<file path="src/cfp_pkg.sv">
// Shared types and constants for the converter fault protection block.
package cfp_pkg;

  localparam int NUM_CURRENTS = 5;
  localparam int CUR_W        = 16;
  localparam int LIMIT_W      = 15;
  localparam int BUS_W        = 12;
  localparam int DELAY_W      = 14;
  localparam int COUNT_W      = 4;
  localparam int FLAG_W       = 6;
  localparam int CFG_IDX_W    = 3;
  localparam int CFG_DATA_W   = 15;

  localparam logic [DELAY_W-1:0] TIMER_MAX = '1;
  localparam logic [COUNT_W-1:0] COUNT_MAX = '1;

  localparam logic [LIMIT_W-1:0] CURRENT_LIMIT_RST = 15'd2304;
  localparam logic [BUS_W-1:0]   BUS_LIMIT_RST     = 12'd3429;
  localparam logic               RECOVER_EN_RST    = 1'b1;
  localparam logic [DELAY_W-1:0] RECOVER_DELAY_RST = 14'd3000;
  localparam logic [COUNT_W-1:0] RETRY_LIMIT_RST   = 4'd3;

  localparam logic [1:0] STATUS_STOP  = 2'd0;
  localparam logic [1:0] STATUS_RUN   = 2'd1;
  localparam logic [1:0] STATUS_FAULT = 2'd2;

  typedef enum logic [1:0] {
    CMD_SAMPLE = 2'd0,
    CMD_TICK   = 2'd1,
    CMD_RUN    = 2'd2,
    CMD_STOP   = 2'd3
  } cmd_t;

  typedef enum logic [2:0] {
    ST_STOP  = 3'b001,
    ST_RUN   = 3'b010,
    ST_FAULT = 3'b100
  } mode_t;

  typedef enum logic [CFG_IDX_W-1:0] {
    REG_CURRENT_LIMIT = 3'd0,
    REG_BUS_LIMIT     = 3'd1,
    REG_RECOVER_EN    = 3'd2,
    REG_RECOVER_DELAY = 3'd3,
    REG_RETRY_LIMIT   = 3'd4
  } reg_idx_t;

  typedef struct packed {
    logic [LIMIT_W-1:0] current_limit;
    logic [BUS_W-1:0]   bus_limit_code;
    logic               recover_enable;
    logic [DELAY_W-1:0] recover_delay_ms;
    logic [COUNT_W-1:0] retry_limit;
  } cfg_t;

  typedef struct packed {
    logic [1:0]         conv_mode;
    logic               pwm_enable;
    logic [FLAG_W-1:0]  trip_flags;
    logic [COUNT_W-1:0] retries_used;
  } result_t;

endpackage

</file>
<file path="src/cfp_if.sv">
// Sample and result channel interfaces.
interface cfp_sample_if;
  logic               valid;
  logic               ready;
  logic [1:0]         cmd;
  logic signed [15:0] inv_u_current;
  logic signed [15:0] inv_v_current;
  logic signed [15:0] rec_w_current;
  logic signed [15:0] rec_u_current;
  logic signed [15:0] rec_v_current;
  logic [11:0]        bus_voltage_code;

  modport source (
    output valid, cmd, inv_u_current, inv_v_current, rec_w_current, rec_u_current,
    rec_v_current, bus_voltage_code,
    input  ready
  );
  modport sink (
    input  valid, cmd, inv_u_current, inv_v_current, rec_w_current, rec_u_current,
    rec_v_current, bus_voltage_code,
    output ready
  );
endinterface

interface cfp_result_if;
  logic       valid;
  logic       ready;
  logic [1:0] conv_mode;
  logic       pwm_enable;
  logic [5:0] trip_flags;
  logic [3:0] retries_used;

  modport source (
    output valid, conv_mode, pwm_enable, trip_flags, retries_used,
    input  ready
  );
  modport sink (
    input  valid, conv_mode, pwm_enable, trip_flags, retries_used,
    output ready
  );
endinterface

</file>
<file path="src/cfp_lane.sv">
// One current lane: magnitude of a signed Q8.8 sample against the trip limit.
module cfp_lane (
  input  logic signed [cfp_pkg::CUR_W-1:0]   current,
  input  logic        [cfp_pkg::LIMIT_W-1:0] limit,
  output logic                               trip
);
  logic [cfp_pkg::CUR_W:0] ext;
  logic [cfp_pkg::CUR_W:0] mag;

  assign ext  = {current[cfp_pkg::CUR_W-1], current};
  assign mag  = current[cfp_pkg::CUR_W-1] ? ((cfp_pkg::CUR_W+1)'(0) - ext) : ext;
  assign trip = mag > {{(cfp_pkg::CUR_W+1-cfp_pkg::LIMIT_W){1'b0}}, limit};
endmodule

</file>
<file path="src/cfp_ctrl.sv">
// Merge of lane trips, bus check and the run/fault/stop state machine.
module cfp_ctrl (
  input  logic                               clk,
  input  logic                               rst,
  input  logic                               accept,
  input  cfp_pkg::cmd_t                      cmd,
  input  logic [cfp_pkg::NUM_CURRENTS-1:0]   lane_trips,
  input  logic [cfp_pkg::BUS_W-1:0]          bus_code,
  input  cfp_pkg::cfg_t                      cfg,
  output cfp_pkg::result_t                   res
);
  cfp_pkg::mode_t              mode, mode_next;
  logic [cfp_pkg::COUNT_W-1:0] retry_count, retry_count_next;
  logic [cfp_pkg::DELAY_W-1:0] delay_timer, delay_timer_next;
  logic [cfp_pkg::DELAY_W-1:0] timer_inc;
  logic [cfp_pkg::FLAG_W-1:0]  flags;
  logic                        bus_trip;
  logic                        limited;

  assign bus_trip  = (mode == cfp_pkg::ST_RUN) && (bus_code > cfg.bus_limit_code);
  assign limited   = cfg.retry_limit != '0;
  assign timer_inc = (delay_timer < cfp_pkg::TIMER_MAX) ? delay_timer + 1'b1 : delay_timer;

  always_comb begin
    mode_next        = mode;
    retry_count_next = retry_count;
    delay_timer_next = delay_timer;
    flags            = '0;
    unique case (cmd)
      cfp_pkg::CMD_SAMPLE: begin
        flags = {bus_trip, lane_trips};
        if (flags != '0) begin
          if (mode != cfp_pkg::ST_FAULT) begin
            delay_timer_next = '0;
          end
          mode_next = cfp_pkg::ST_FAULT;
        end
      end
      cfp_pkg::CMD_TICK: begin
        if (mode != cfp_pkg::ST_FAULT) begin
          delay_timer_next = '0;
        end else if (!cfg.recover_enable) begin
          mode_next        = cfp_pkg::ST_STOP;
          delay_timer_next = '0;
        end else if (limited && retry_count >= cfg.retry_limit) begin
          mode_next        = cfp_pkg::ST_STOP;
          retry_count_next = '0;
          delay_timer_next = '0;
        end else if (timer_inc >= cfg.recover_delay_ms) begin
          mode_next        = cfp_pkg::ST_RUN;
          delay_timer_next = '0;
          if (limited && retry_count < cfp_pkg::COUNT_MAX) begin
            retry_count_next = retry_count + 1'b1;
          end
        end else begin
          delay_timer_next = timer_inc;
        end
      end
      cfp_pkg::CMD_RUN: begin
        mode_next        = cfp_pkg::ST_RUN;
        delay_timer_next = '0;
      end
      cfp_pkg::CMD_STOP: begin
        mode_next        = cfp_pkg::ST_STOP;
        delay_timer_next = '0;
      end
      default: begin
        mode_next = mode;
      end
    endcase
  end

  always_comb begin
    unique case (mode_next)
      cfp_pkg::ST_RUN:   res.conv_mode = cfp_pkg::STATUS_RUN;
      cfp_pkg::ST_FAULT: res.conv_mode = cfp_pkg::STATUS_FAULT;
      default:           res.conv_mode = cfp_pkg::STATUS_STOP;
    endcase
    res.pwm_enable   = mode_next == cfp_pkg::ST_RUN;
    res.trip_flags   = flags;
    res.retries_used = retry_count_next;
  end

  always_ff @(posedge clk) begin
    if (rst) begin
      mode        <= cfp_pkg::ST_STOP;
      retry_count <= '0;
      delay_timer <= '0;
    end else if (accept) begin
      mode        <= mode_next;
      retry_count <= retry_count_next;
      delay_timer <= delay_timer_next;
    end
  end
endmodule

</file>
<file path="src/converter_fault_protection_top.sv">
// Top level of the converter fault protection block.
// Usage:
//   sample: command items (sample, millisecond tick, run, stop) with five phase
//     currents and the bus ADC code; an item is taken when valid and ready are high.
//   result: one item per input item: mode, gate enable, trip flags, retry count.
//   cfg_we/cfg_index/cfg_data: register writes, one per cycle, only while idle.
// A result is registered and becomes valid in the cycle after its item is taken.
// Throughput: one item per cycle unless a result is stalled; five current lanes
//   compare in parallel; the state update finishes in the cycle the item is taken.
// The single output register sets the rate: sample.ready stays high while the
//   register is empty or being drained, so a stalled receiver holds the result
//   and stops new items until it takes it.
// Reset: mode goes to stop, retry count and delay timer clear, registers take
//   their default values, and the output register empties.
module converter_fault_protection_top (
  input  logic                             clk,
  input  logic                             rst,
  input  logic                             cfg_we,
  input  logic [cfp_pkg::CFG_IDX_W-1:0]    cfg_index,
  input  logic [cfp_pkg::CFG_DATA_W-1:0]   cfg_data,
  cfp_sample_if.sink                       sample,
  cfp_result_if.source                     result
);
  cfp_pkg::cfg_t                       cfg;
  cfp_pkg::result_t                    res_next;
  cfp_pkg::result_t                    res;
  logic                                res_valid;
  logic                                accept;
  logic signed [cfp_pkg::CUR_W-1:0]    currents [cfp_pkg::NUM_CURRENTS];
  logic [cfp_pkg::NUM_CURRENTS-1:0]    lane_trips;

  always_ff @(posedge clk) begin
    if (rst) begin
      cfg.current_limit    <= cfp_pkg::CURRENT_LIMIT_RST;
      cfg.bus_limit_code   <= cfp_pkg::BUS_LIMIT_RST;
      cfg.recover_enable   <= cfp_pkg::RECOVER_EN_RST;
      cfg.recover_delay_ms <= cfp_pkg::RECOVER_DELAY_RST;
      cfg.retry_limit      <= cfp_pkg::RETRY_LIMIT_RST;
    end else if (cfg_we) begin
      case (cfp_pkg::reg_idx_t'(cfg_index))
        cfp_pkg::REG_CURRENT_LIMIT: cfg.current_limit    <= cfg_data[cfp_pkg::LIMIT_W-1:0];
        cfp_pkg::REG_BUS_LIMIT:     cfg.bus_limit_code   <= cfg_data[cfp_pkg::BUS_W-1:0];
        cfp_pkg::REG_RECOVER_EN:    cfg.recover_enable   <= cfg_data[0];
        cfp_pkg::REG_RECOVER_DELAY: cfg.recover_delay_ms <= cfg_data[cfp_pkg::DELAY_W-1:0];
        cfp_pkg::REG_RETRY_LIMIT:   cfg.retry_limit      <= cfg_data[cfp_pkg::COUNT_W-1:0];
        default:                    cfg.retry_limit      <= cfg.retry_limit;
      endcase
    end
  end

  assign sample.ready = !res_valid || result.ready;
  assign accept       = sample.valid && sample.ready;

  assign currents[0] = sample.inv_u_current;
  assign currents[1] = sample.inv_v_current;
  assign currents[2] = sample.rec_w_current;
  assign currents[3] = sample.rec_u_current;
  assign currents[4] = sample.rec_v_current;

  for (genvar g = 0; g < cfp_pkg::NUM_CURRENTS; g++) begin : g_lane
    cfp_lane u_lane (
      .current (currents[g]),
      .limit   (cfg.current_limit),
      .trip    (lane_trips[g])
    );
  end

  cfp_ctrl u_ctrl (
    .clk        (clk),
    .rst        (rst),
    .accept     (accept),
    .cmd        (cfp_pkg::cmd_t'(sample.cmd)),
    .lane_trips (lane_trips),
    .bus_code   (sample.bus_voltage_code),
    .cfg        (cfg),
    .res        (res_next)
  );

  always_ff @(posedge clk) begin
    if (rst) begin
      res_valid <= 1'b0;
    end else if (accept) begin
      res_valid <= 1'b1;
    end else if (result.ready) begin
      res_valid <= 1'b0;
    end
  end

  always_ff @(posedge clk) begin
    if (accept) begin
      res <= res_next;
    end
  end

  assign result.valid        = res_valid;
  assign result.conv_mode    = res.conv_mode;
  assign result.pwm_enable   = res.pwm_enable;
  assign result.trip_flags   = res.trip_flags;
  assign result.retries_used = res.retries_used;
endmodule

</file>
<file path="src/flat_wrapper.sv">
// flat-port wrapper written by rule: the top's interface ports become plain ports
module converter_fault_protection_top_flat 
  (clk, rst, cfg_we, cfg_index, cfg_data, sample_valid, sample_cmd, sample_inv_u_current, sample_inv_v_current, sample_rec_w_current, sample_rec_u_current, sample_rec_v_current, sample_bus_voltage_code, sample_ready, result_valid, result_conv_mode, result_pwm_enable, result_trip_flags, result_retries_used, result_ready);
  cfp_sample_if sample_i ();
  cfp_result_if result_i ();
  input  logic clk;
  input  logic rst;
  input  logic cfg_we;
  input  logic [cfp_pkg::CFG_IDX_W-1:0] cfg_index;
  input  logic [cfp_pkg::CFG_DATA_W-1:0] cfg_data;
  input wire logic [$bits(sample_i.valid)-1:0] sample_valid;
  input wire logic [$bits(sample_i.cmd)-1:0] sample_cmd;
  input wire logic [$bits(sample_i.inv_u_current)-1:0] sample_inv_u_current;
  input wire logic [$bits(sample_i.inv_v_current)-1:0] sample_inv_v_current;
  input wire logic [$bits(sample_i.rec_w_current)-1:0] sample_rec_w_current;
  input wire logic [$bits(sample_i.rec_u_current)-1:0] sample_rec_u_current;
  input wire logic [$bits(sample_i.rec_v_current)-1:0] sample_rec_v_current;
  input wire logic [$bits(sample_i.bus_voltage_code)-1:0] sample_bus_voltage_code;
  output wire logic [$bits(sample_i.ready)-1:0] sample_ready;
  output wire logic [$bits(result_i.valid)-1:0] result_valid;
  output wire logic [$bits(result_i.conv_mode)-1:0] result_conv_mode;
  output wire logic [$bits(result_i.pwm_enable)-1:0] result_pwm_enable;
  output wire logic [$bits(result_i.trip_flags)-1:0] result_trip_flags;
  output wire logic [$bits(result_i.retries_used)-1:0] result_retries_used;
  input wire logic [$bits(result_i.ready)-1:0] result_ready;
  assign sample_i.valid = sample_valid;
  assign sample_i.cmd = sample_cmd;
  assign sample_i.inv_u_current = sample_inv_u_current;
  assign sample_i.inv_v_current = sample_inv_v_current;
  assign sample_i.rec_w_current = sample_rec_w_current;
  assign sample_i.rec_u_current = sample_rec_u_current;
  assign sample_i.rec_v_current = sample_rec_v_current;
  assign sample_i.bus_voltage_code = sample_bus_voltage_code;
  assign sample_ready = sample_i.ready;
  assign result_valid = result_i.valid;
  assign result_conv_mode = result_i.conv_mode;
  assign result_pwm_enable = result_i.pwm_enable;
  assign result_trip_flags = result_i.trip_flags;
  assign result_retries_used = result_i.retries_used;
  assign result_i.ready = result_ready;
  converter_fault_protection_top u_core (.clk(clk), .rst(rst), .cfg_we(cfg_we), .cfg_index(cfg_index), .cfg_data(cfg_data), .sample(sample_i), .result(result_i));
endmodule
</file>
<file path="config.mk">
export PLATFORM = sky130hd
export DESIGN_NAME = converter_fault_protection_top_flat
export DESIGN_NICKNAME = d
export VERILOG_FILES = /design/src/cfp_pkg.sv /design/src/cfp_if.sv /design/src/cfp_lane.sv /design/src/cfp_ctrl.sv /design/src/converter_fault_protection_top.sv /design/src/flat_wrapper.sv
export SDC_FILE = /design/constraint.sdc
export NUM_CORES = 1
export LEC_CHECK = 0
export ABC_AREA = 1
export BUFFER_PORTS_ARGS = -buffer_cell sky130_fd_sc_hd__buf_4
export CORE_MARGIN = 1
export CORE_UTILIZATION = 55
export DETAILED_ROUTE_END_ITERATION = 6
export HOLD_SLACK_MARGIN = 0.06
export PLACE_DENSITY_LB_ADDON = 0.12
export SYNTH_ARGS = -nofsm -noshare
export SYNTH_HDL_FRONTEND = slang
export SYNTH_HIERARCHICAL = 1
export SYNTH_SLANG_ARGS = --single-unit
</file>
<file path="constraint.sdc">
create_clock -name clk -period 4.6 [get_ports clk]
set_input_delay 0.92 -clock clk [delete_from_list [all_inputs] [get_ports clk]]
set_output_delay 0.92 -clock clk [all_outputs]
set_load 0.005 [all_outputs]
</file>
==> results of run 1 <==
## synthesized netlist by cell type (all sizes together)
| master | instances |
|---|---|
| a21boi | 2 |
| a21o | 1 |
| a21oi | 64 |
| buf | 18 |
| clkbuf | 5 |
| dfxtp | 68 |
| edfxtp | 13 |
| ha | 112 |
| inv | 288 |
| nand2 | 354 |
| nand3 | 105 |
| nand4 | 8 |
| nor2 | 199 |
| nor3 | 22 |
| nor4b | 5 |
| o211ai | 2 |
| o21ai | 51 |
| o21bai | 1 |
| or2 | 10 |
| xnor2 | 30 |
| xor2 | 43 |
## final timing paths
kind	depth (start not counted)	start	slack (ns)	end
setup reg to reg	19	u_core/cfg[38]	1.48	u_core/u_ctrl/delay_timer[11]
setup / recovery	24	sample_inv_v_current[0]	0.62	u_core/u_ctrl/delay_timer[11]
hold reg to reg	2	u_core/cfg[11]	0.46	u_core/cfg[11]
hold / removal	2	u_core/cfg[11]	0.46	u_core/cfg[11]
## routing by layer
metal | global-route usage, % | vias up | wire length, um
li1 | - | 4575 | -
met1 | 36.3 | 3828 | 10500
met2 | 47.4 | 221 | 10400
met3 | 3.91 | 23 | 1140
met4 | 7.06 | 0 | 352
met5 | 0 | - | 0
## metrics by stage
stage	power [W]	cells	hold WS (ns)	instance area, um2
floorplan	0.00130	1401	0.429	8850
global placement	0.00152	1728	0.442	9980
detailed placement	0.00154	1728	0.443	9980
CTS	0.00230	1743	0.460	10300
global route	0.00244	1743	0.488	10300
finish	0.00229	1743	0.456	10300
## cell type report
cell class	count	area, um2	share of cell area, %
Clock buffer	10	250	2.43
Clock inverter	5	61.3	0.596
Inverter	288	1080	10.5
Multi-Input combinational cell	1009	5870	57.1
Sequential cell	81	1750	17.0
Tap cell	216	270	2.63
Timing Repair Buffer	134	1010	9.77
## power by group
group / leakage (nW) / switching (W) / internal, W
logic: 4.73 / 0.000430 / 0.000310
clock network: 0.154 / 0.000304 / 0.000454
registers: 0.687 / 0.0000354 / 0.000757
total: 5.57 / 0.000770 / 0.00152
## placed cells by master (no fill, tap or decap), types with 4 or more instances in the layout
master / count
sky130_fd_sc_hd__a21oi_1: 63
sky130_fd_sc_hd__buf_4: 134
sky130_fd_sc_hd__clkbuf_16: 10
sky130_fd_sc_hd__dfxtp_1: 68
sky130_fd_sc_hd__edfxtp_1: 13
sky130_fd_sc_hd__ha_1: 112
sky130_fd_sc_hd__inv_1: 279
sky130_fd_sc_hd__inv_2: 9
sky130_fd_sc_hd__nand2_1: 334
sky130_fd_sc_hd__nand2_2: 18
sky130_fd_sc_hd__nand3_1: 103
sky130_fd_sc_hd__nand4_1: 8
sky130_fd_sc_hd__nor2_1: 176
sky130_fd_sc_hd__nor2_2: 19
sky130_fd_sc_hd__nor2_4: 4
sky130_fd_sc_hd__nor3_1: 12
sky130_fd_sc_hd__nor3_2: 6
sky130_fd_sc_hd__nor3_4: 4
sky130_fd_sc_hd__nor4b_1: 5
sky130_fd_sc_hd__o21ai_0: 27
sky130_fd_sc_hd__o21ai_1: 6
sky130_fd_sc_hd__o21ai_2: 13
sky130_fd_sc_hd__o21ai_4: 5
sky130_fd_sc_hd__or2_1: 5
sky130_fd_sc_hd__or2_2: 5
sky130_fd_sc_hd__xnor2_1: 30
sky130_fd_sc_hd__xor2_1: 43
## kinds of logic after synthesis
kind of cell	synth area share, %
compound gates	8.33
fa+ha+maj	15.8
xor+xnor	7.22
buf+inv	13.9
flops	19.8
simple gates	34.9
## state kept, by name, summed over array words and instances, names as in the netlist
| signal | count |
|---|---|
| u_core/u_ctrl/retry_count | 4 |
| u_core/result.pwm_enable | 1 |
| u_core/result.trip_flags | 6 |
| u_core/u_ctrl/mode | 3 |
| u_core/result.conv_mode | 2 |
| u_core/u_ctrl/delay_timer | 14 |
| u_core/cfg | 46 |
| u_core/result.retries_used | 4 |
| u_core/result.valid | 1 |
## worst reg2reg max path: cells and delay by family (launching register included)
kind            cells  cell delay [ns]
buf+inv             3             0.25
flops               1             0.57
compound gates      3             0.50
fa+ha+maj           1             0.30
simple gates       12             1.39
==> summary.md, run 1 <==
Setup violations remaining at the end of the flow were counted as 0. In this run the horizontal extent of the chip is 129 um. For this design the ratio of total power to cell area is 223 nW/um2. The mean number of vias per cell works out to 4.96.

After floorplanning, the core was sized to cover 15800 um2. The clock input transition at the sequential cells of the worst setup and hold paths was 0.07 ns. Input and output buffers added on the ports amount to 131. The cell sitting at the root of the clock tree is a sky130_fd_sc_hd__clkbuf_16. The synthesized design devotes to its leading area cell type 15.8% of total area.

Entering global routing, the biggest net connects 47 pins. At the later pin of the worst-skew pair, clock insertion delay measures 0.35 ns. Static leakage: 5.57 nW. After technology mapping, the gate count stands at 1401. The transition time of the tightest slew-check pin was 0.785 ns; the count of synthesis-stage warnings from yosys was 6. The flow ran to the end, and the final reports show no timing, DRC or antenna violations. For this run, the detailed router's first-pass iteration total came to 7. Between clock sinks in the finished design, the worst skew comes to 0.0125 ns. The first global-routing pass estimated 36400 um of wire. The die height is 129 um. Type of origin of the critical path: a primary input. The register bit count reported by yosys is 81, and the number of standard-cell rows in the floorplan is 46. In this run the mean area of a mapped cell was 6.32 um2.

The final period demand of the worst path works out to 3.98 ns. The floorplan step defined a die boundary enclosing 16600 um2. The boundary pin count was 132. The logs give 56.1% for the initial standard-cell utilization of the core and 0 for the total setup buffers inserted after CTS. The logs give 19.8% for the portion of the post-synthesis area used by sequential elements and 0 for the count of hold-fix buffers inserted at cts. The signal on the critical path passes through buf_4 > inv_1 > ha_1 > nand2_2 > nor2_2 > nand2_2 > o21ai_4 > nand2_1 > xor2_1 > ha_1 > nand2_1 > nor4b_1 > nand3_1 > inv_1 > a21oi_1 > inv_1 > nand3_1 > nor3_1 > a21boi_4 > nand2_4 > nand2_4 > nand2_1 > nand2_1 > nor2_1.

After detailed routing, the total wire length is 22400 um. Summing every instance area after synthesis gives 8850 um2. CTS built an H-tree with a depth of 3.

The half-perimeter wire length after placement was 17800 um. The logs give 8647 for the via count and 9 for the TritonCTS buffer count. The arrival time of the worst setup path is 4.20 ns.

Layout-stage area growth over the synthesis result: 16.3%. Maximum vdd ir drop: 150 uV. Once the clock tree was built, the resizer swapped 0 gates to a different size. Among all stages on the critical path, the largest delay is contributed by sky130_fd_sc_hd__nor4b_1.

Across the run, the number of max-cap violations was 0. The maximum clock insertion buffer count came out at 2. Ranked by total cell area, the synthesized netlist is headed by sky130_fd_sc_hd__ha_1, sky130_fd_sc_hd__dfxtp_1, sky130_fd_sc_hd__nand2_1. Share of post-route cells with drive strength above 1: 15.6%.

The average wire per standard cell came out at 12.8 um. Of all nets on the critical path, the largest fanout is 22. Counting every sink on the clock net gives 81.

Synthesis instantiated 38 different standard cells from the library. The number of global-route vias before repair came out at 7839. The tightest min-delay check is of the reg2reg type. The number of antenna diodes came out at 0. TritonCTS built the clock tree. In this design, the critical path's most frequently occurring cell is sky130_fd_sc_hd__nand2_1. The worst pin sits at a relative slew slack of 47.4%.

In the post-route analysis, the smallest setup slack over all paths is 0.622 ns. Global routing consumed, over all layers together, 27.6% of the routing resources. The run gives 0 as the initial antenna violation count.

The tools report the final core utilization as 65.3%. For the number of hold-slack violations in the final timing report, the log shows 0. The setup path with the least slack is of type in2reg. The synthesized design spends more area on one cell type than any other, namely sky130_fd_sc_hd__ha_1. The run gives 0.886 as the routability congestion estimate. For this run, design rule violations remaining after detail routing come to 0. Timing analysis after detailed placement gives a worst setup slack of 0.286 ns. The tools report the count of final max-slew check failures as 0. The net count after synthesis is 1630. STA classifies the critical path endpoint as a register. The leftover overflow at the end of global routing was 0; the delay of the slowest cell on the worst path was 0.31 ns. The final critical path takes up 86.5% of the cycle.

The number of nets in the layout came out at 1752. Derived from the worst setup path, the maximum achievable clock frequency is 0.251 GHz. The required arrival time at the worst endpoint is 4.82 ns, and the number of DRC violations after detailed-routing iteration 0 is 450. Counting the fill cells in the layout gives 1555. Adding up every negative setup slack in the final design gives 0 ns. The cell family contributing the most delay on the critical path was simple AND/OR/NAND/NOR gates.

Setup repair after global routing left no endpoint under its margin. The critical path buffer and inverter count was 4. The detail route stage leaves a number of antenna-violating nets equal to 0.
Power figures use the tool's default switching activity.
==> run 2, diff against run 1 <==
==> constraint.sdc (replaced) <==
create_clock -name clk -period 4.6 [get_ports clk]
set_input_delay 0.23 -clock clk [delete_from_list [all_inputs] [get_ports clk]]
set_output_delay 0.23 -clock clk [all_outputs]
set_load 0.005 [all_outputs]
==> run 2 against run 1 <==
Effect of this change:
- die area is the same
- flip-flop and latch count is the same
- critical path depth is the same
- worst setup slack gained 0.65 ns
- count of clock-buffer cells in the layout is the same
- core utilization shrank 0.31 points
- routed wire length grew 0.21%
- combinational power is essentially flat
- design area shrank 0.47%
- largest power group unchanged
- highest routed layer unchanged
==> summary.md, run 2 (same netlist as run 1, synthesis figures left out) <==
The type of the worst setup path was in2reg. The number of nets in the layout is 1751 (-0.057%). For the remaining max-slew budget at the tightest pin, the log shows 30.1% (-17 points). The logs give 81 (unchanged) for the CTS sink count and 1750 um2 (unchanged) for the area occupied by registers. The die height was 129 um (unchanged); the area of the die was 16600 um2 (unchanged).

The hold path endpoint is u_core/cfg[7]. The total setup buffers inserted after CTS came out at 0 (unchanged). The clock insertion delay at the later pin of the skew report is 0.35 ns (about the same), and the routability congestion estimate is 0.886 (about the same). Total wirelength of the detailed-routed design: 22400 um (+0.21%).

The logs give 0.300 GHz (+19%) for the achievable clock frequency and 0 (unchanged) for the leftover overflow at the end of global routing. For the arrival time of the worst setup path, the log shows 3.55 ns (-0.65 ns). In the layout the commonest cells are sky130_fd_sc_hd__nand2_1, sky130_fd_sc_hd__inv_1, sky130_fd_sc_hd__nor2_1.

Maximum level of the CTS H-tree: 3 (unchanged). The iteration count of the initial detailed-routing pass came out at 7 (unchanged). The TritonCTS buffer count was 9 (unchanged).

The maximum number of pins on one net before global-route repair came out at 47 (unchanged). Type of element capturing the critical path: a register. The tools report the static leakage as 5.55 nW (-0.41%). For the initial standard-cell utilization of the core, the log shows 56.1% (unchanged). The count of port buffers added during placement was 131 (unchanged). The clock input transition at the sequential cells of the worst setup and hold paths is 0.06 ns (about the same), and the global-route wire length before repair is 36600 um (+0.61%).

The boundary pin count was 132 (unchanged); the flip-flop count of the largest register, all copies and words added was 46 (unchanged). The worst register-to-register path ends at u_core/u_ctrl/delay_timer[9]. The library cell used most frequently in the layout, excluding fill and tap cells, is sky130_fd_sc_hd__nand2_1.

The worst hold path belongs to the class in2reg. The clock tree skew after final layout was 0.0123 ns (-0.000217 ns); the average wire per standard cell was 12.9 um (+0.21%). TritonCTS built the clock tree. The logs give 1.46 ns (-0.02 ns) for the register-to-register setup slack and 17900 um (+0.11%) for the half-perimeter wire length after placement. The total global-route track usage was 27.9% (+0.26 points); the required arrival time at the worst endpoint was 4.82 ns (about the same). The tools report the number of antenna diodes as 0 (unchanged). The source of the worst register-to-register timing path was u_core/cfg[38]. The maximum fanout along the worst path was 22 (unchanged). The mean number of vias per cell is 4.98 (+0.43%).

The run finished with clean final reports. The tools report the final setup TNS as 0 ns (unchanged). Power density over the cells: 214 nW/um2 (-3.7%). The maximum clock insertion buffer count came out at 2 (unchanged).

The die width is 129 um (unchanged), and the number of gates given a new drive strength after cts is 0 (unchanged). The post-route clock period utilization was 72.4% (-14 points); the number of maximum-capacitance constraint violations was 0 (unchanged). Multi-input combinational cell area: 5870 um2 (unchanged). The final period demand of the worst path came out at 3.33 ns (-0.648 ns). From synthesis to final layout, the design area changed by 15.7%.

The number of DRC violations after detailed-routing iteration 0 was 628 (+40%); the number of fill cells was 1549 (-0.39%). Share of post-route cells with drive strength above 1: 15.5% (-0.065 points). The worst reg-to-reg path cell count was 19 (unchanged). The logs give 0 (unchanged) for the final number of setup-violating endpoints and 15800 um2 (unchanged) for the placeable core region.

The tools report the number of standard-cell rows in the floorplan as 46 (unchanged). The logs give 7910 (+0.91%) for the number of global-route vias before repair and 0 (unchanged) for the number of nets with antenna violations after detailed routing. Initial antenna violation count: 0 (unchanged).

For the via count, the log shows 8684 (+0.43%). The startpoint of the worst hold path is cfg_data[3]. The maximum vdd ir drop is 196 uV (+30%), and the count of hold-fix buffers inserted at cts is 0 (unchanged).

The tools report the type of origin of the critical path as a primary input. The tree is rooted in a sky130_fd_sc_hd__clkbuf_16. The count of final max-slew check failures is 0 (unchanged).

For the post-detailed-route DRC marker count, the log shows 0 (unchanged). Setup repair after global routing left no endpoint under its margin. The run gives 0 (unchanged) as the number of hold-slack violations in the final timing report. The overall power after layout was 0.00220 W (-4.1%); the cell count of the worst hold path was 3 (+1).

The transition time of the tightest slew-check pin works out to 1.05 ns (+0.261 ns). The largest register by flop count was u_core/cfg.
## run 2: metal layers
layer  routed length (um)  share of wire [%]  up-vias  GRT usage, %
met5                    0                  0        -             0
li1                     -                  -     4574             -
met3                 1340                6.0       40          4.49
met4                  588                2.6        0          9.55
met1                10200                 46     3830          36.1
met2                10200                 46      240          47.0
## run 2: power by group
group	switching (W)	internal (W)	total (W)
clock	0.000298	0.000367	0.000665
combinational	0.000429	0.000310	0.000739
sequential	0.0000354	0.000758	0.000793
## run 2: critical path: stages
cell and delay (ns):
sky130_fd_sc_hd__buf_4 0.11, sky130_fd_sc_hd__inv_1 0.08, sky130_fd_sc_hd__ha_1 0.19, sky130_fd_sc_hd__nand2_2 0.08, sky130_fd_sc_hd__nor2_2 0.10, sky130_fd_sc_hd__nand2_2 0.08, sky130_fd_sc_hd__o21ai_4 0.15, sky130_fd_sc_hd__nand2_1 0.08
sky130_fd_sc_hd__xor2_1 0.15, sky130_fd_sc_hd__ha_1 0.29, sky130_fd_sc_hd__nand2_1 0.07, sky130_fd_sc_hd__nor4b_1 0.31, sky130_fd_sc_hd__nand3_1 0.12, sky130_fd_sc_hd__inv_1 0.07, sky130_fd_sc_hd__a21oi_1 0.04, sky130_fd_sc_hd__inv_1 0.09
sky130_fd_sc_hd__nand3_1 0.13, sky130_fd_sc_hd__nor3_1 0.31, sky130_fd_sc_hd__a21boi_4 0.28, sky130_fd_sc_hd__nand2_4 0.11, sky130_fd_sc_hd__nand2_4 0.24, sky130_fd_sc_hd__nand2_1 0.10, sky130_fd_sc_hd__nand2_1 0.09, sky130_fd_sc_hd__nor2_1 0.04
## run 2: stage by stage
stage | area [um2] | util (%) | worst slack, ns | instances | hold WS (ns)
2_1_floorplan | 8850 | - | 1.60 | 1401 | 0.299
3_3_place_gp | 9970 | 63.2 | 1.15 | 1727 | 0.440
3_5_place_dp | 9970 | 63.2 | 0.957 | 1727 | 0.445
4_1_cts | 10200 | 65.0 | 1.30 | 1743 | 0.0914
5_1_grt | 10200 | 65.0 | 0.914 | 1743 | 0.108
6_report | 10200 | 65.0 | 1.27 | 1743 | 0.103
## run 2: worst max path at each step
stage | from | endpoint | slack (ns) | cells past startpoint
after floorplan | sample_inv_u_current[0] | u_core/u_ctrl/delay_timer[2] | 1.60 | 24
after CTS | sample_inv_v_current[0] | u_core/u_ctrl/delay_timer[9] | 1.30 | 24
final | sample_inv_v_current[0] | u_core/u_ctrl/delay_timer[9] | 1.27 | 24
after detailed placement | sample_inv_v_current[0] | u_core/u_ctrl/delay_timer[0] | 0.96 | 24
after global placement | sample_inv_v_current[0] | u_core/u_ctrl/delay_timer[0] | 1.15 | 24
after global routing | sample_rec_v_current[0] | u_core/u_ctrl/delay_timer[12] | 0.91 | 24
## run 2: layout make-up
cell class	instances	area share, %
multi-input combinational	1009	57.3
tap	216	2.64
timing repair buffer	133	9.75
inverter	288	10.6
clock buffer	10	2.24
sequential	81	17.1
clock inverter	6	0.403
==> run 3, diff against run 2 <==
ABC_AREA = 0   (was 1)
clock period = 3.5 ns   (was 4.6 ns; I/O delays follow)
==> run 3 against run 2 <==
Effect of this change:
- via count decreased by 8.2%
- global-route usage increased by 0.88 points
- worst hold slack got worse by 0.019 ns
- non-clock buffer count increased by 112
- sequential power increased by 25%
- synthesized cell count decreased by 30%
- combinational power increased by 17%
- design area increased by 5.1%
- critical path depth decreased by 5
- critical endpoint is now u_core/u_ctrl/delay_timer[1]
- worst setup slack got worse by 1.3 ns
- flip-flop and latch count unchanged
- highest routed layer unchanged
- the run now ends with setup timing left
- first-iteration DRC count decreased by 8.0%
==> summary.md, run 3 <==
The commonest cells after synthesis are sky130_fd_sc_hd__inv_1, sky130_fd_sc_hd__ha_1, sky130_fd_sc_hd__xnor2_1. The average wire per standard cell works out to 16.1 um (+25%). The flow ran to the end, but the final reports show violations. The number of antenna diodes came out at 0 (unchanged). Placeable core region: 14100 um2 (-11%). The remaining max-slew budget at the tightest pin is 22.8% (-7.3 points), and the final cell count without fillers is 1400 (-20%). The transition time of the tightest slew-check pin was 1.14 ns (+0.0952 ns); the initial antenna violation count was 0 (unchanged). The top cell types in the final layout, fill and taps aside, are sky130_fd_sc_hd__buf_4, sky130_fd_sc_hd__inv_1, sky130_fd_sc_hd__ha_1. The least setup slack across all paths after layout was -0.0340 ns (-1.30 ns). The type of origin of the critical path was a primary input. The logs give 7242 (-8.4%) for the number of global-route vias before repair and 0 (unchanged) for the post-detailed-route DRC marker count. For the count of final max-slew check failures, the log shows 0 (unchanged). The startpoint of the worst hold path was sample_valid.

TritonCTS built the clock tree. The number of maximum-capacitance constraint violations is 0 (unchanged). The startpoint identified for the worst register-to-register timing path is u_core/u_ctrl/delay_timer[1]. The total global-route track usage came out at 28.8% (+0.88 points). For the finished layout, the period the worst path requires is 3.53 ns. Sequential group share of total power: 35.6% (-0.5 points). The flip-flop count of the largest register, all copies and words added works out to 46 (unchanged). The detailed-routed wire length on met2 was 10600 um (+3.9%); the share of post-route cells with drive strength above 1 was 29.6% (+14 points). Yosys attributes the largest share of cell area to sky130_fd_sc_hd__ha_1, sky130_fd_sc_hd__dfxtp_1, sky130_fd_sc_hd__xnor2_1. Maximum fanout along the worst path: 8 (-64%). Power density over the cells: 260 nW/um2 (+21%).

The reg-to-reg endpoint is u_core/u_ctrl/retry_count[3]. The net switching fraction of the power works out to 29.7% (-5.0 points). The tools report the routed length on met1 as 10400 um (+1.4%). For the maximum clock insertion buffer count, the log shows 2 (unchanged). The register bit count reported by yosys came out at 81 (unchanged).

Setup repair after global routing could not meet its margin everywhere. The final setup TNS was -0.0602 ns (-0.0602 ns); the average cell area after synthesis was 8.17 um2 (+29%). Count of port buffers added during placement: 131 (unchanged).

The count of mapped cells out of synthesis is 987 (-30%), and the arrival time of the worst setup path is 3.79 ns (+0.24 ns). The tools report the buffer type at the clock tree root as sky130_fd_sc_hd__clkbuf_16. The run gives 9 (unchanged) as the TritonCTS buffer count.

For hold timing, the worst endpoint is u_core/result.valid. The run gives 21.7% (+1.9 points) as the portion of the post-synthesis area used by sequential elements. The global-route wire length before repair is 34200 um (-6.6%). Maximum vdd ir drop: 248 uV (+27%). The total wirelength of the detailed-routed design is 22500 um (+0.50%), and the overall power after layout is 0.00279 W (+27%). The count of hold-fix buffers inserted at cts was 0 (unchanged); the boundary pin count was 132 (unchanged). More flip-flops sit in one register than any other, and that register is u_core/cfg. Clock tree skew after final layout: 0.00693 ns (-0.00538 ns).

The share of the synthesized area in the top cell type is 17.4% (+1.6 points). The cell count of the worst hold path was 3 (unchanged); the number of unique standard cell types used by synthesis was 67 (+76%). Most common cell after layout, fill and taps aside: sky130_fd_sc_hd__buf_4. The area of the die was 15100 um2 (-8.8%); the net switching power was 0.000829 W (+8.8%). The count of flip-flops with a built-in enable after synthesis was 13 (unchanged).

For the cell-internal power, the log shows 0.00196 W (+37%). The worst reg-to-reg path cell count was 14 (-5). The routability congestion estimate was 0.936 (+5.6%); the number of hold-slack violations in the final timing report was 0 (unchanged). The logs give 8060 um2 (-8.9%) for the post-synthesis cell area and 43 (-6.5%) for the number of standard-cell rows in the floorplan. The logs give 6 (unchanged) for the count of synthesis-stage warnings from yosys and 1444 (-18%) for the number of nets in the layout. For the achievable clock frequency, the log shows 0.283 GHz. The clock input transition at the sequential cells of the worst setup and hold paths came out at 0.06 ns (about the same). The leftover overflow at the end of global routing is 0 (unchanged), and the maximum number of pins on one net before global-route repair is 97 (+110%).

Maximum level of the CTS H-tree: 3 (unchanged). The tools report the CTS sink count as 81 (unchanged). The final core utilization is 76.3% (+11 points), and the register-to-register setup slack is 0.02 ns (-1.44 ns). The worst setup path is captured at a register. The number of nets with antenna violations after detailed routing is 0 (unchanged), and the final number of setup-violating endpoints is 2 (+2). Number of DRC violations after detailed-routing iteration 0: 578 (-8.0%). The net count after synthesis is 1216 (-25%), and the required arrival time at the worst endpoint is 3.75 ns (-1.07 ns).

The via count is 7975 (-8.2%), and the die height is 123 um (-4.5%). The tools report the iteration count of the initial detailed-routing pass as 5 (-2). The worst min-delay path class was in2reg. In this run the top signal layer used is met4. The tools report the fraction of power consumed by the clock network as 33.4% (+3.1 points). Die width: 123 um (-4.5%). Combinational share of power: 31.0% (-2.6 points).

The clock insertion delay at the later pin of the skew report came out at 0.34 ns (about the same). The critical path is of the in2reg type. The final reports fail on setup timing. The most common flop cell mapped by yosys was sky130_fd_sc_hd__dfxtp_1.

The detailed route wirelength on metal3 came out at 1120 um (-16%). Mean number of vias per cell: 5.70 (+14%). Compared with the post-synthesis result, the final layout area differs by 33.5%.

The share of flip-flops with an asynchronous set or reset is 0% (unchanged). Total placed cells including tap cells: 1373 (-20%). Cell with the most instances after synthesis: sky130_fd_sc_hd__inv_1. The static leakage came out at 4.77 nW (-14%). The post-route clock period utilization works out to 101%. sky130_fd_sc_hd__ha_1 takes more of the synthesized area than any other cell. Half-perimeter wire length after placement: 16700 um (-6.8%).

The initial standard-cell utilization of the core came out at 57.2% (+1.1 points).
-- run 3: changes by cell type after synthesis, sizes merged, moves of 17 or more --
cell / delta
nand2: -290
inv: -166
nor2: -146
nand3: -76
nand2b: +60
mux2i: +47
xor2: -41
xnor2: +40
o31ai: +17
-- run 3: cell type report --
| class | count | area (um2) |
|---|---|---|
| Clock buffer | 11 | 233 |
| Clock inverter | 5 | 56.3 |
| Multi-Input combinational cell | 756 | 6140 |
| Tap cell | 180 | 225 |
| Inverter | 122 | 458 |
| Sequential cell | 81 | 1750 |
| Fill cell | 1055 | 3330 |
| Timing Repair Buffer | 245 | 1900 |
-- run 3: metal layers --
| metal | up-vias | track usage (%) |
|---|---|---|
| met4 | 0 | 7.15 |
| met1 | 3711 | 39.6 |
| met2 | 254 | 47.4 |
| met5 | - | 0 |
| met3 | 31 | 3.87 |
| li1 | 3979 | - |
-- run 3: worst max path at each step --
stage                                      start                       endpoint  slack [ns]  depth (start not counted)
floorplan               sample_rec_w_current[10]   u_core/u_ctrl/delay_timer[8]        0.02                         18
detailed placement      sample_rec_u_current[10]   u_core/u_ctrl/delay_timer[1]       -0.31                         18
global route            sample_inv_v_current[10]  u_core/u_ctrl/delay_timer[13]       -0.21                         19
finish                   sample_rec_v_current[8]   u_core/u_ctrl/delay_timer[1]       -0.03                         19
global placement         sample_inv_u_current[6]   u_core/u_ctrl/delay_timer[1]       -0.23                         19
CTS                 u_core/u_ctrl/delay_timer[6]   u_core/u_ctrl/retry_count[3]       0.003                         14
-- run 3: kinds of logic (layout without fill, tap and decap cells) --
| group | count (synthesis) | in the layout | share of synthesized area (%) |
|---|---|---|---|
| compound gates | 192 | 192 | 15.4 |
| xor+xnor | 72 | 72 | 7.82 |
| fa+ha+maj | 112 | 112 | 17.4 |
| buf+inv | 150 | 383 | 7.47 |
| flops | 81 | 81 | 21.7 |
| mux | 48 | 48 | 5.98 |
| simple gates | 332 | 332 | 24.3 |
-- run 3: stage by stage --
stage / hold slack (ns) / instance area [um2] / setup slack, ns
after floorplan: 0.304 / 8080 / 0.0231
after global placement: 0.420 / 9920 / -0.229
after detailed placement: 0.437 / 9920 / -0.306
after CTS: 0.0819 / 10200 / 0.00339
after global routing: 0.0969 / 10800 / -0.214
final: 0.0838 / 10800 / -0.0340
-- run 3: worst max-delay path, cell delays in order --
cell and delay, ns:
sky130_fd_sc_hd__buf_4 0.11, sky130_fd_sc_hd__or4_4 0.51, sky130_fd_sc_hd__or4_4 0.44, sky130_fd_sc_hd__o21ai_2 0.15, sky130_fd_sc_hd__xnor2_1 0.16, sky130_fd_sc_hd__ha_1 0.29
sky130_fd_sc_hd__buf_6 0.13, sky130_fd_sc_hd__nand3_2 0.08, sky130_fd_sc_hd__nor4_4 0.04, sky130_fd_sc_hd__a21oi_1 0.14, sky130_fd_sc_hd__a21o_1 0.16, sky130_fd_sc_hd__nor3_2 0.05
sky130_fd_sc_hd__and2_4 0.17, sky130_fd_sc_hd__nand2_4 0.09, sky130_fd_sc_hd__o21bai_2 0.09, sky130_fd_sc_hd__or2_4 0.31, sky130_fd_sc_hd__buf_12 0.14, sky130_fd_sc_hd__or4_1 0.47
sky130_fd_sc_hd__o31ai_1 0.08
-- run 3: timing repair --
action / CTS / global route
gates cloned: 0 / 1
setup endpoints to repair: 4 / 24
buffers inserted: 0 / 10
pin swaps: 0 / 27
hold endpoints to repair: 0 / 0
gates resized for setup: 2 / 99
-- run 3: power by group through the flow --
stage / Clock, W / Sequential [W] / Combinational (W)
global route: 0.000983 / 0.000997 / 0.000956
floorplan: 0 / 0.00101 / 0.000441
finish: 0.000932 / 0.000995 / 0.000867
detailed placement: 0 / 0.00101 / 0.000767
global placement: 0 / 0.00101 / 0.000752
CTS: 0.000941 / 0.000994 / 0.000773
